==> src/rtl/core/sxt_pkg.sv <==
package sxt_pkg;

   localparam int DEFAULT_POS_WIDTH = 16;
   localparam int OUT_POS_WIDTH     = 16;
   localparam logic [OUT_POS_WIDTH-1:0] OUT_POS_MAX = '1;

   localparam logic [7:0] CH_SEMI    = 8'h3B;
   localparam logic [7:0] CH_QUOTE   = 8'h22;
   localparam logic [7:0] CH_BSLASH  = 8'h5C;
   localparam logic [7:0] CH_NL      = 8'h0A;
   localparam logic [7:0] CH_TAB     = 8'h09;
   localparam logic [7:0] CH_CR      = 8'h0D;
   localparam logic [7:0] CH_SPACE   = 8'h20;
   localparam logic [7:0] CH_LOWER_N = 8'h6E;
   localparam logic [7:0] CH_LOWER_T = 8'h74;
   localparam logic [7:0] CH_LOWER_A = 8'h61;
   localparam logic [7:0] CH_LOWER_Z = 8'h7A;
   localparam logic [7:0] CH_LPAREN  = 8'h28;
   localparam logic [7:0] CH_RPAREN  = 8'h29;
   localparam logic [7:0] CH_DOT     = 8'h2E;
   localparam logic [7:0] CASE_DIFF  = 8'h20;

   typedef enum logic [2:0] {
      ST_INITIAL = 3'd0,
      ST_COMMENT = 3'd1,
      ST_STRING  = 3'd2,
      ST_ESC     = 3'd3,
      ST_ATOM    = 3'd4
   } scan_state_type;

   typedef enum logic [2:0] {
      KIND_EOF    = 3'd0,
      KIND_ATOM   = 3'd1,
      KIND_STRING = 3'd2,
      KIND_LPAREN = 3'd3,
      KIND_RPAREN = 3'd4,
      KIND_DOT    = 3'd5
   } token_kind_type;

   typedef enum logic [1:0] {
      EV_VALUE    = 2'd0,
      EV_COMPLETE = 2'd1,
      EV_ERROR    = 2'd2
   } event_type;

   typedef struct packed {
      logic                     last;
      logic [OUT_POS_WIDTH-1:0] col;
      logic [OUT_POS_WIDTH-1:0] line;
      logic [7:0]               value_char;
      token_kind_type           token_kind;
      event_type                event_res;
   } result_type;

   typedef struct packed {
      result_type res0;
      result_type res1;
      logic [1:0] count;
   } step_type;

endpackage

==> src/rtl/core/sxt_lexer.sv <==
module sxt_lexer #(
   parameter int POS_WIDTH = sxt_pkg::DEFAULT_POS_WIDTH
) (
   input  logic              clock,
   input  logic              reset,
   input  logic              valid,
   input  logic [7:0]        ch,
   input  logic              eoi,
   output sxt_pkg::step_type step
);
   import sxt_pkg::*;

   localparam logic [POS_WIDTH-1:0] POS_ONE  = POS_WIDTH'(1);
   localparam logic [POS_WIDTH-1:0] POS_SAT  = '1;
   localparam logic [POS_WIDTH-1:0] CLIP_LIM = POS_WIDTH'(OUT_POS_MAX);

   scan_state_type           state_ff, state_in;
   token_kind_type           open_ff, open_in;
   logic [POS_WIDTH-1:0]     line_ff, line_in, col_ff, col_in;
   logic [POS_WIDTH-1:0]     sline_ff, sline_in, scol_ff, scol_in;

   result_type               init_res;
   logic                     init_emit, init_start;
   scan_state_type           init_state;
   token_kind_type           init_open;
   logic                     is_space;
   logic [7:0]               up_ch;

   result_type               res0, res1;
   logic [1:0]               count;

   function automatic logic [OUT_POS_WIDTH-1:0] clip_pos(input logic [POS_WIDTH-1:0] v);
      return (v > CLIP_LIM) ? OUT_POS_MAX : OUT_POS_WIDTH'(v);
   endfunction

   function automatic result_type make_res(input event_type ev, input token_kind_type kind,
                                           input logic [7:0] vc,
                                           input logic [POS_WIDTH-1:0] ln,
                                           input logic [POS_WIDTH-1:0] cl);
      result_type r;
      r.last       = 1'b0;
      r.col        = clip_pos(cl);
      r.line       = clip_pos(ln);
      r.value_char = vc;
      r.token_kind = kind;
      r.event_res  = ev;
      return r;
   endfunction

   assign is_space = (ch == CH_SPACE) || ((ch >= CH_TAB) && (ch <= CH_CR));
   assign up_ch    = ((ch >= CH_LOWER_A) && (ch <= CH_LOWER_Z)) ? ch - CASE_DIFF : ch;

   // Outcome of a character seen outside any token.
   always_comb begin
      init_res   = make_res(EV_COMPLETE, KIND_EOF, 8'h00, line_ff, col_ff);
      init_emit  = 1'b0;
      init_start = 1'b0;
      init_state = ST_INITIAL;
      init_open  = KIND_EOF;
      case (ch)
         CH_SEMI: begin
            init_state = ST_COMMENT;
         end
         CH_QUOTE: begin
            init_state = ST_STRING;
            init_open  = KIND_STRING;
            init_start = 1'b1;
         end
         CH_LPAREN: begin
            init_emit = 1'b1;
            init_res  = make_res(EV_COMPLETE, KIND_LPAREN, 8'h00, line_ff, col_ff);
         end
         CH_RPAREN: begin
            init_emit = 1'b1;
            init_res  = make_res(EV_COMPLETE, KIND_RPAREN, 8'h00, line_ff, col_ff);
         end
         CH_DOT: begin
            init_emit = 1'b1;
            init_res  = make_res(EV_COMPLETE, KIND_DOT, 8'h00, line_ff, col_ff);
         end
         default: begin
            if (!is_space) begin
               init_state = ST_ATOM;
               init_open  = KIND_ATOM;
               init_start = 1'b1;
               init_emit  = 1'b1;
               init_res   = make_res(EV_VALUE, KIND_ATOM, up_ch, line_ff, col_ff);
            end
         end
      endcase
   end

   always_comb begin
      state_in = state_ff;
      open_in  = open_ff;
      line_in  = line_ff;
      col_in   = col_ff;
      sline_in = sline_ff;
      scol_in  = scol_ff;
      res0     = '0;
      res1     = '0;
      count    = 2'd0;
      if (eoi) begin
         if ((state_ff == ST_STRING) || (state_ff == ST_ESC)) begin
            res0  = make_res(EV_ERROR, open_ff, 8'h00, sline_ff, scol_ff);
            count = 2'd1;
         end else if (state_ff == ST_ATOM) begin
            res0  = make_res(EV_COMPLETE, open_ff, 8'h00, sline_ff, scol_ff);
            res1  = make_res(EV_COMPLETE, KIND_EOF, 8'h00, line_ff, col_ff);
            count = 2'd2;
         end else begin
            res0  = make_res(EV_COMPLETE, KIND_EOF, 8'h00, line_ff, col_ff);
            count = 2'd1;
         end
         state_in = ST_INITIAL;
         open_in  = KIND_EOF;
      end else begin
         if (ch == CH_NL) begin
            if (line_ff != POS_SAT) begin
               line_in = line_ff + POS_ONE;
            end
            col_in = POS_ONE;
         end else if (col_ff != POS_SAT) begin
            col_in = col_ff + POS_ONE;
         end

         unique case (state_ff)
            ST_COMMENT: begin
               if (ch == CH_NL) begin
                  state_in = ST_INITIAL;
               end
            end
            ST_STRING: begin
               if (ch == CH_BSLASH) begin
                  state_in = ST_ESC;
               end else if (ch == CH_QUOTE) begin
                  res0     = make_res(EV_COMPLETE, open_ff, 8'h00, sline_ff, scol_ff);
                  count    = 2'd1;
                  state_in = ST_INITIAL;
                  open_in  = KIND_EOF;
               end else begin
                  res0  = make_res(EV_VALUE, open_ff, ch, sline_ff, scol_ff);
                  count = 2'd1;
               end
            end
            ST_ESC: begin
               if (ch == CH_LOWER_N) begin
                  res0  = make_res(EV_VALUE, open_ff, CH_NL, sline_ff, scol_ff);
                  count = 2'd1;
               end else if (ch == CH_LOWER_T) begin
                  res0  = make_res(EV_VALUE, open_ff, CH_TAB, sline_ff, scol_ff);
                  count = 2'd1;
               end else if (ch != CH_NL) begin
                  res0  = make_res(EV_VALUE, open_ff, ch, sline_ff, scol_ff);
                  count = 2'd1;
               end
               state_in = ST_STRING;
            end
            ST_ATOM: begin
               if ((ch == CH_SEMI) || (ch == CH_QUOTE) ||
                   (ch == CH_LPAREN) || (ch == CH_RPAREN)) begin
                  res0     = make_res(EV_COMPLETE, open_ff, 8'h00, sline_ff, scol_ff);
                  res1     = init_res;
                  count    = init_emit ? 2'd2 : 2'd1;
                  state_in = init_state;
                  open_in  = init_open;
                  if (init_start) begin
                     sline_in = line_ff;
                     scol_in  = col_ff;
                  end
               end else if (is_space) begin
                  res0     = make_res(EV_COMPLETE, open_ff, 8'h00, sline_ff, scol_ff);
                  count    = 2'd1;
                  state_in = ST_INITIAL;
                  open_in  = KIND_EOF;
               end else begin
                  res0  = make_res(EV_VALUE, open_ff, up_ch, sline_ff, scol_ff);
                  count = 2'd1;
               end
            end
            default: begin
               res0     = init_res;
               count    = init_emit ? 2'd1 : 2'd0;
               state_in = init_state;
               open_in  = init_open;
               if (init_start) begin
                  sline_in = line_ff;
                  scol_in  = col_ff;
               end
            end
         endcase
      end

      if (count == 2'd2) begin
         res1.last = 1'b1;
      end else if (count == 2'd1) begin
         res0.last = 1'b1;
      end
   end

   always_ff @(posedge clock) begin
      if (reset) begin
         state_ff <= ST_INITIAL;
         open_ff  <= KIND_EOF;
         line_ff  <= POS_ONE;
         col_ff   <= POS_ONE;
         sline_ff <= POS_ONE;
         scol_ff  <= POS_ONE;
      end else if (valid) begin
         state_ff <= state_in;
         open_ff  <= open_in;
         line_ff  <= line_in;
         col_ff   <= col_in;
         sline_ff <= sline_in;
         scol_ff  <= scol_in;
      end
   end

   assign step.res0  = res0;
   assign step.res1  = res1;
   assign step.count = count;

   a_eoi_to_initial: assert property (@(posedge clock) disable iff (reset)
      (valid && eoi) |=> (state_ff == ST_INITIAL))
      else $error("Scan state is not initial after end of input.");

   a_string_open_kind: assert property (@(posedge clock) disable iff (reset)
      ((state_ff == ST_STRING) || (state_ff == ST_ESC)) |-> (open_ff == KIND_STRING))
      else $error("Open token kind does not match string state.");

   a_last_on_final: assert property (@(posedge clock) disable iff (reset)
      (count == 2'd2) |-> (res1.last && !res0.last))
      else $error("Last flag is not on the final result of a pair.");

endmodule

==> src/rtl/core/sxt_out_buffer.sv <==
module sxt_out_buffer (
   input  logic                clock,
   input  logic                reset,
   input  logic                load,
   input  sxt_pkg::step_type   step,
   output logic                can_load,
   output logic                rsp_tvalid,
   input  logic                rsp_tready,
   output sxt_pkg::result_type rsp_res
);
   import sxt_pkg::*;

   result_type slot0_ff, slot1_ff;
   logic [1:0] count_ff;
   logic       pop;

   assign rsp_tvalid = (count_ff != 2'd0);
   assign pop        = rsp_tvalid && rsp_tready;
   assign can_load   = (count_ff == 2'd0) || ((count_ff == 2'd1) && pop);
   assign rsp_res    = slot0_ff;

   always_ff @(posedge clock) begin
      if (reset) begin
         count_ff <= 2'd0;
      end else if (load && (step.count != 2'd0)) begin
         count_ff <= step.count;
      end else if (pop) begin
         count_ff <= count_ff - 2'd1;
      end
   end

   always_ff @(posedge clock) begin
      if (load && (step.count != 2'd0)) begin
         slot0_ff <= step.res0;
         slot1_ff <= step.res1;
      end else if (pop) begin
         slot0_ff <= slot1_ff;
      end
   end

   a_count_range: assert property (@(posedge clock) disable iff (reset)
      count_ff != 2'd3)
      else $error("Result buffer holds more than two results.");

   a_pair_drains: assert property (@(posedge clock) disable iff (reset)
      ((count_ff == 2'd2) && pop) |=> (count_ff == 2'd1))
      else $error("Result buffer refilled before the pair drained.");

   a_load_when_free: assert property (@(posedge clock) disable iff (reset)
      (load && (step.count != 2'd0)) |=> (rsp_tvalid && (rsp_res == $past(step.res0))))
      else $error("Loaded result is not presented first.");

endmodule

==> src/rtl/core/sexpr_tokenizer.sv <==
// S-expression tokenizer. Each input transfer carries one source byte, or an end-of-input
// mark in req_tuser. Value characters of atoms (upper-cased) and strings (escapes translated)
// are sent as they arrive, followed by a token-complete result; parens, dot and end of input
// give token-complete results of their own, and end of input inside a string gives an error.
// Every result carries the start line and column of its token, and rsp_tlast marks the final
// result caused by one input. An input is taken only when the two-slot result buffer is empty
// or its last result is being taken, and the buffer drains one result per cycle while
// rsp_tready is high; an input that causes two (a paren ending an atom, or end of input inside
// an atom) holds off the next one. Inputs are registered before the lexer. POS_WIDTH sets the
// line and column counters, which saturate; the reported positions saturate at 65535.
module sexpr_tokenizer #(
   parameter int POS_WIDTH = sxt_pkg::DEFAULT_POS_WIDTH
) (
   input  logic        clock,
   input  logic        reset,
   input  logic        req_tvalid,
   output logic        req_tready,
   input  logic [7:0]  req_tdata,  // [7:0] ch
   input  logic        req_tuser,  // [0] end_of_input
   output logic        rsp_tvalid,
   input  logic        rsp_tready,
   output logic [47:0] rsp_tdata,  // [1:0] event_res, [4:2] token_kind, [12:5] value_char,
                                   // [28:13] line, [44:29] col, [47:45] zero
   output logic        rsp_tlast   // last
);
   import sxt_pkg::*;

   logic       in_valid_ff;
   logic [7:0] in_ch_ff;
   logic       in_eoi_ff;
   logic       can_load;
   logic       consume;
   step_type   step;
   result_type rsp_res;

   assign consume    = in_valid_ff && can_load;
   assign req_tready = !in_valid_ff || consume;

   always_ff @(posedge clock) begin
      if (reset) begin
         in_valid_ff <= 1'b0;
      end else if (req_tvalid && req_tready) begin
         in_valid_ff <= 1'b1;
      end else if (consume) begin
         in_valid_ff <= 1'b0;
      end
   end

   always_ff @(posedge clock) begin
      if (req_tvalid && req_tready) begin
         in_ch_ff  <= req_tdata;
         in_eoi_ff <= req_tuser;
      end
   end

   sxt_lexer #(
      .POS_WIDTH(POS_WIDTH)
   ) u_lexer (
      .clock(clock),
      .reset(reset),
      .valid(consume),
      .ch   (in_ch_ff),
      .eoi  (in_eoi_ff),
      .step (step)
   );

   sxt_out_buffer u_out_buffer (
      .clock     (clock),
      .reset     (reset),
      .load      (consume),
      .step      (step),
      .can_load  (can_load),
      .rsp_tvalid(rsp_tvalid),
      .rsp_tready(rsp_tready),
      .rsp_res   (rsp_res)
   );

   assign rsp_tdata = {3'b000, rsp_res.col, rsp_res.line, rsp_res.value_char,
                       rsp_res.token_kind, rsp_res.event_res};
   assign rsp_tlast = rsp_res.last;

endmodule

==> config.mk <==
export PLATFORM = sky130hd
export DESIGN_NAME = sexpr_tokenizer
export DESIGN_NICKNAME = d
export VERILOG_FILES = /design/src/rtl/core/sxt_pkg.sv /design/src/rtl/core/sxt_lexer.sv /design/src/rtl/core/sxt_out_buffer.sv /design/src/rtl/core/sexpr_tokenizer.sv
export SDC_FILE = /design/constraint.sdc
export NUM_CORES = 1
export LEC_CHECK = 0
export ABC_AREA = 1
export ABC_CLOCK_PERIOD_IN_PS = 8800
export BUFFER_PORTS_ARGS = -buffer_cell sky130_fd_sc_hd__buf_2
export CAP_MARGIN = 40
export CORE_UTILIZATION = 46
export DETAILED_ROUTE_END_ITERATION = 8
export PLACE_DENSITY = 0.64
export SLEW_MARGIN = 20
export SYNTH_ARGS = -nofsm -noshare
export SYNTH_HDL_FRONTEND = slang
export SYNTH_HIERARCHICAL = 1
export SYNTH_SLANG_ARGS = --single-unit
==> constraint.sdc <==
create_clock -name clock -period 8.8 [get_ports clock]
set_input_delay 1.32 -clock clock [delete_from_list [all_inputs] [get_ports clock]]
set_output_delay 1.32 -clock clock [all_outputs]
set_load 0.05 [all_outputs]
After elaboration in Yosys (flattened, before gate mapping)
Index checks and enable logic that the tools add are counted.
Widths: inputs -> output; s select.
{"block": "word_totals", "input_bits": 13, "word_cells": 162, "regBits": 174, "out_inout_bits": 51}
{"block": "op_classes", "n_mux": 68, "bitwise_logic": 2, "n_eq_ne": 27, "n_addsub": 4, "order_cmp": 8, "reduce_logical": 31}
{"operator": "$mux 45", "count": 8}
{"operator": "$mux 46", "count": 6}
{"operator": "$pmux 46 s4", "count": 1}
{"operator": "$mux 16", "count": 10}
{"operator": "$gt 16x16->1 const B", "count": 4}
{"operator": "$pmux 16 s2", "count": 2}
{"operator": "$mux 13", "count": 4}
{"operator": "$pmux 13 s4", "count": 1}
{"operator": "$eq 8x6->1 const B", "count": 6}
{"operator": "$add 16x1->16 const B", "count": 2}
{"operator": "$ne 16x16->1 const B", "count": 2}
{"operator": "$mux 3", "count": 10}
{"operator": "$eq 8x7->1 const B", "count": 3}
{"operator": "$mux 2", "count": 9}
{"operator": "$pmux 3 s3", "count": 2}
{"operator": "$pmux 3 s4", "count": 1}
{"operator": "$reduce_and 4->1", "count": 3}
{"operator": "$reduce_bool 2->1", "count": 5}
{"operator": "$mux 1", "count": 9}
{"operator": "$eq 8x4->1 const B", "count": 1}
{"operator": "$ge 8x4->1 const B", "count": 1}
{"operator": "$ge 8x7->1 const B", "count": 1}
{"operator": "$le 8x4->1 const B", "count": 1}
{"operator": "$le 8x7->1 const B", "count": 1}
{"operator": "28 further kinds", "count": 47}

Logic depth before layout (Yosys ltp)
{"block": "logic_depth", "depth_word": 13, "ltp_mapped": 17, "depth_no_buf": 14}

Modules after synthesis
The synthesis kept the hierarchy.
{"module": "sxt_lexer", "area_each_um2": 5226.3, "seq_area_each_um2": 1381.3, "cells_each": 918, "n_inst": 1}
{"module": "sxt_out_buffer", "area_each_um2": 3589.7, "seq_area_each_um2": 2802.7, "cells_each": 272, "n_inst": 1}
{"module": "sexpr_tokenizer", "area_each_um2": 351.6, "seq_area_each_um2": 290.3, "cells_each": 21, "n_inst": 1}

Worst setup path before layout
Ideal clock, no wire load.
{"block": "synth_path", "path_kind": "input-to-reg", "from": "input port rsp_tready", "to": "register u_out_buffer.slot0_ff, in the netlist u_out_buffer/rsp_res[0], enable pin", "path_slack_ps": 5456, "setup_time_ps": 400, "path_stages": 9, "t_arrival_ps": 2943, "required_time_ps": 8400, "cell_sequence": "nand2_1 -> nand2_1 -> nand2_1 -> inv_1 -> nand2_2 -> nand2_1 -> buf_4 -> nor2_1 -> inv_1"}
{"block": "synth_via", "elab_chain_cells": 6}
{"item": "from (decl)", "line_no": "sexpr_tokenizer.sv:21", "rtl": "input logic rsp_tready,"}
{"item": "$logic_and 1x1->1", "line_no": "sxt_out_buffer.sv:18", "rtl": "assign pop = rsp_tvalid && rsp_tready;"}
{"item": "$logic_and 1x1->1", "line_no": "sxt_out_buffer.sv:19", "rtl": "assign can_load = (count_ff == 2'd0) || ((count_ff == 2'd1) && pop);"}
{"item": "$logic_or 1x1->1", "line_no": "sxt_out_buffer.sv:19"}
{"item": "net can_load", "line_no": "sexpr_tokenizer.sv:31", "rtl": "logic can_load;"}
{"item": "$logic_and 1x1->1", "line_no": "sexpr_tokenizer.sv:36", "rtl": "assign consume = in_valid_ff && can_load;"}
{"item": "net consume", "line_no": "sexpr_tokenizer.sv:32", "rtl": "logic consume;"}
{"item": "$logic_and 1x1->1", "line_no": "sxt_out_buffer.sv:33", "rtl": "if (load && (step.count != 2'd0)) begin"}
{"item": "$reduce_bool 2->1 (no line)"}
{"item": "to (signal assigned)", "line_no": "sxt_out_buffer.sv:34", "rtl": "slot0_ff <= step.res0;"}
{"item": "to (signal assigned)", "line_no": "sxt_out_buffer.sv:37", "rtl": "slot0_ff <= slot1_ff;"}
{"item": "to (decl)", "line_no": "sxt_out_buffer.sv:13", "rtl": "result_type slot0_ff, slot1_ff;"}
The timed path passes the listed nets, and every way through them passes these cells.
A chain may end at the register's enable or synchronous reset.

==> impl_metrics.toml <==
[synthesis]
synthDistinctLibCells = 39
synthArstFlopShare_pct = 0
ys.flop_type = "edfxtp_1"
ys_seq_elements = 173
yosysSeqAreaShare_pct = 48.8
synth_edf_count = 101
synth_area_um2 = 9170
syn_avg_cell_area_um2 = 7.57
ys_warn_count = 6
syn_inst = 1211

[pwr]
peakVddDrop_mv = 0.152
seq_power_share_pct = 40.8
p_int_mw = 1.63
power_leakage_nw = 4.25
swShare_pct = 38.3
power.density_nw_per_um2 = 260
p_sw_mw = 1.01
power_frac_clock_pct = 27.5
power_frac_comb_pct = 31.7

[hold_path]
hold_start = "u_lexer/sline_ff[0]"
min_to = "u_lexer/sline_ff[0]"
holdPathStages = 2
hp-class = "reg -> reg"

[timing]
worst_pin_slew_ps = 708
layout_setup_ws_ps = 5110
grt_setup_unrepaired = "false"
period_share_pct = 41.9
maxSlewViolCount = 0
hold_viol_final = 0
max-slew-margin-rel_pct = 52.8
whs_ps = 479
setup_viol = 0
tns_ps = 0
fin_crit_ps = 3690
fin_skew_ps = 12.5
max_freq_mhz = 271

[final_layout]
fin_area_um2 = 10200
syn_to_final_growth_pct = 10.8
n_antenna_cell = 0
drive_above_1_share_pct = 12.6
layout_commonest_cell = "nand2_1"
finalNetCount = 1265
final_cell_mix = "383 x nand2_1, 208 x nor2_1, 126 x nand3_1"
fillCellCount = 1951
instances_no_fill = 1524

[clocking]
numCtsBuffers = 17
tritoncts = "done"
clk_latency_ps = 440
clkSinkCount = 173
hold_buffers = 0
htreeDepth = 4
cts.clk_slew.worst_paths_ps = 70
cts_max_path_buffers = 2
post-cts-setup-buffers = 0
ctsResizeCount = 0
cts_root_buffer = "clkbuf_16"

[critical_path]
r2r_start = "in_ch_ff[7]"
worstSetupEndpointType = "flop"
r2r_cells = 13
start_kind = "flop"
critPathKind = "reg -> reg"
r2r_end = "u_out_buffer/rsp_res[8]"
required_ps = 8980
rrSetupSlack_ps = 5110
cp_max_fo = 35
cp.arrival_ps = 3870

[routing]
dr.pass1.iters = 5
wl_per_cell_um = 14.9
drt_wl_total_um = 22700
vias_per_cell = 5.03
postRouteAntennaNets = 0
drt-initial-drc-count = 540
vias = 7660
drcViolationCount = 0

[placed_design]
placed_cell_area_um2 = 9600
io_buffers = 60
dp.cells = 1491
place_congestion = 0.913
pre_cts_ws_ps = 5170
dpl.hpwl_um = 15300

[global_routing]
track_usage_pct = 23.4
grt_pass1_wl_um = 36400
antenna_found_initial = 0
grt_pass1_vias = 7089
grt_overflow = 0
grt_max_degree = 60

[die]
die_area_um2 = 20500
start_util_pct = 46.9
io_pins = 64
fp.coreArea_um2 = 19500
dieWidth_um = 143
rows = 51
die_y_um = 143

[run]
drv_cap = 0

[status]
status = "completed"
==> state kept, by name, summed over array words and instances, names as in the netlist <==
name / count
in_ch_ff: 8
in_eoi_ff: 1
in_valid_ff: 1
u_lexer/col_ff: 16
u_lexer/line_ff: 16
u_lexer/open_ff: 2
u_lexer/scol_ff: 16
u_lexer/sline_ff: 16
u_lexer/state_ff: 3
u_out_buffer/count_ff: 2
u_out_buffer/rsp_res: 46
u_out_buffer/slot1_ff: 46
==> kinds of logic after synthesis <==
logic type      count (synthesis)  share of synthesized area (%)
buf+inv                       153                           8.30
fa+ha+maj                       6                          0.819
compound gates                 68                           4.05
simple gates                  790                           36.1
other cells                     2                         0.0819
flops                         173                           48.8
xor+xnor                       19                           1.82
==> synth_stat cells (all sizes together) (6+ instances only) <==
cell	number	area [µm²]
a21oi	40	204
buf	50	368
clkbuf	15	56.3
dfxtp	72	1440
edfxtp	101	3030
ha	6	75.1
inv	86	328
nand2	414	1640
nand3	126	631
nand4	12	75.1
nor2	216	838
nor3	21	116
o21ai	24	135
xor2	18	158
==> how the worst max path moves through the flow <==
stage | startpoint | endpoint | slack (ps) | cells after the start
after global routing | in_ch_ff[1] | u_out_buffer/rsp_res[8] | 4900 | 14
after global placement | rsp_tready | u_out_buffer/rsp_res[10] | 5160 | 9
after CTS | in_ch_ff[7] | u_out_buffer/rsp_res[8] | 5150 | 13
after detailed placement | in_ch_ff[7] | u_out_buffer/rsp_res[10] | 5170 | 13
final | in_ch_ff[7] | u_out_buffer/rsp_res[8] | 5110 | 13
after floorplan | rsp_tready | u_out_buffer/rsp_res[0] | 5460 | 9
==> per-layer routing <==
| metal | up-vias | routed length, µm | GRT usage (%) |
|---|---|---|---|
| met5 | - | 0 | 0 |
| met4 | 0 | 388 | 9.17 |
| met3 | 26 | 1200 | 3.49 |
| met2 | 207 | 10600 | 38.5 |
| met1 | 3500 | 10500 | 30.8 |
| li1 | 3927 | - | - |
==> worst max-delay path, cell delays in order (launching register included) <==
cell      delay, ps
edfxtp_1        470
nor2_1          280
nand2_1         100
nor2_2          490
inv_2           210
nand2_1         150
o211ai_1         90
o21ai_0         230
o21ai_0         170
nand2_2         120
nand2_4         250
nor2_1          260
inv_2           290
buf_16          270
==> area by class of cell <==
class	instances	area (µm²)	share of cell area (%)
inverter	88	337	3.31
timing repair buffer	71	460	4.53
clock buffer	21	450	4.43
tap	265	332	3.26
clock inverter	11	109	1.07
sequential	173	4470	44.0
multi-input combinational	895	4000	39.3
==> power by group through the flow <==
stage / clock (mW) / sequential, mW / combinational, mW
6_report: 0.725 / 1.08 / 0.837
2_1_floorplan: 0 / 1.32 / 0.420
3_3_place_gp: 0 / 1.09 / 0.806
5_1_grt: 0.770 / 1.09 / 0.912
4_1_cts: 0.739 / 1.08 / 0.842
3_5_place_dp: 0 / 1.09 / 0.841
==> stage by stage <==
stage                     power (mW)  utilization [%]
final                           2.64             52.0
after global routing            2.77             52.0
after CTS                       2.66             52.0
after detailed placement        1.93             49.1
after global placement          1.90             48.6
after floorplan                 1.74                -
Note: power is estimated with default switching activity, not from simulation.
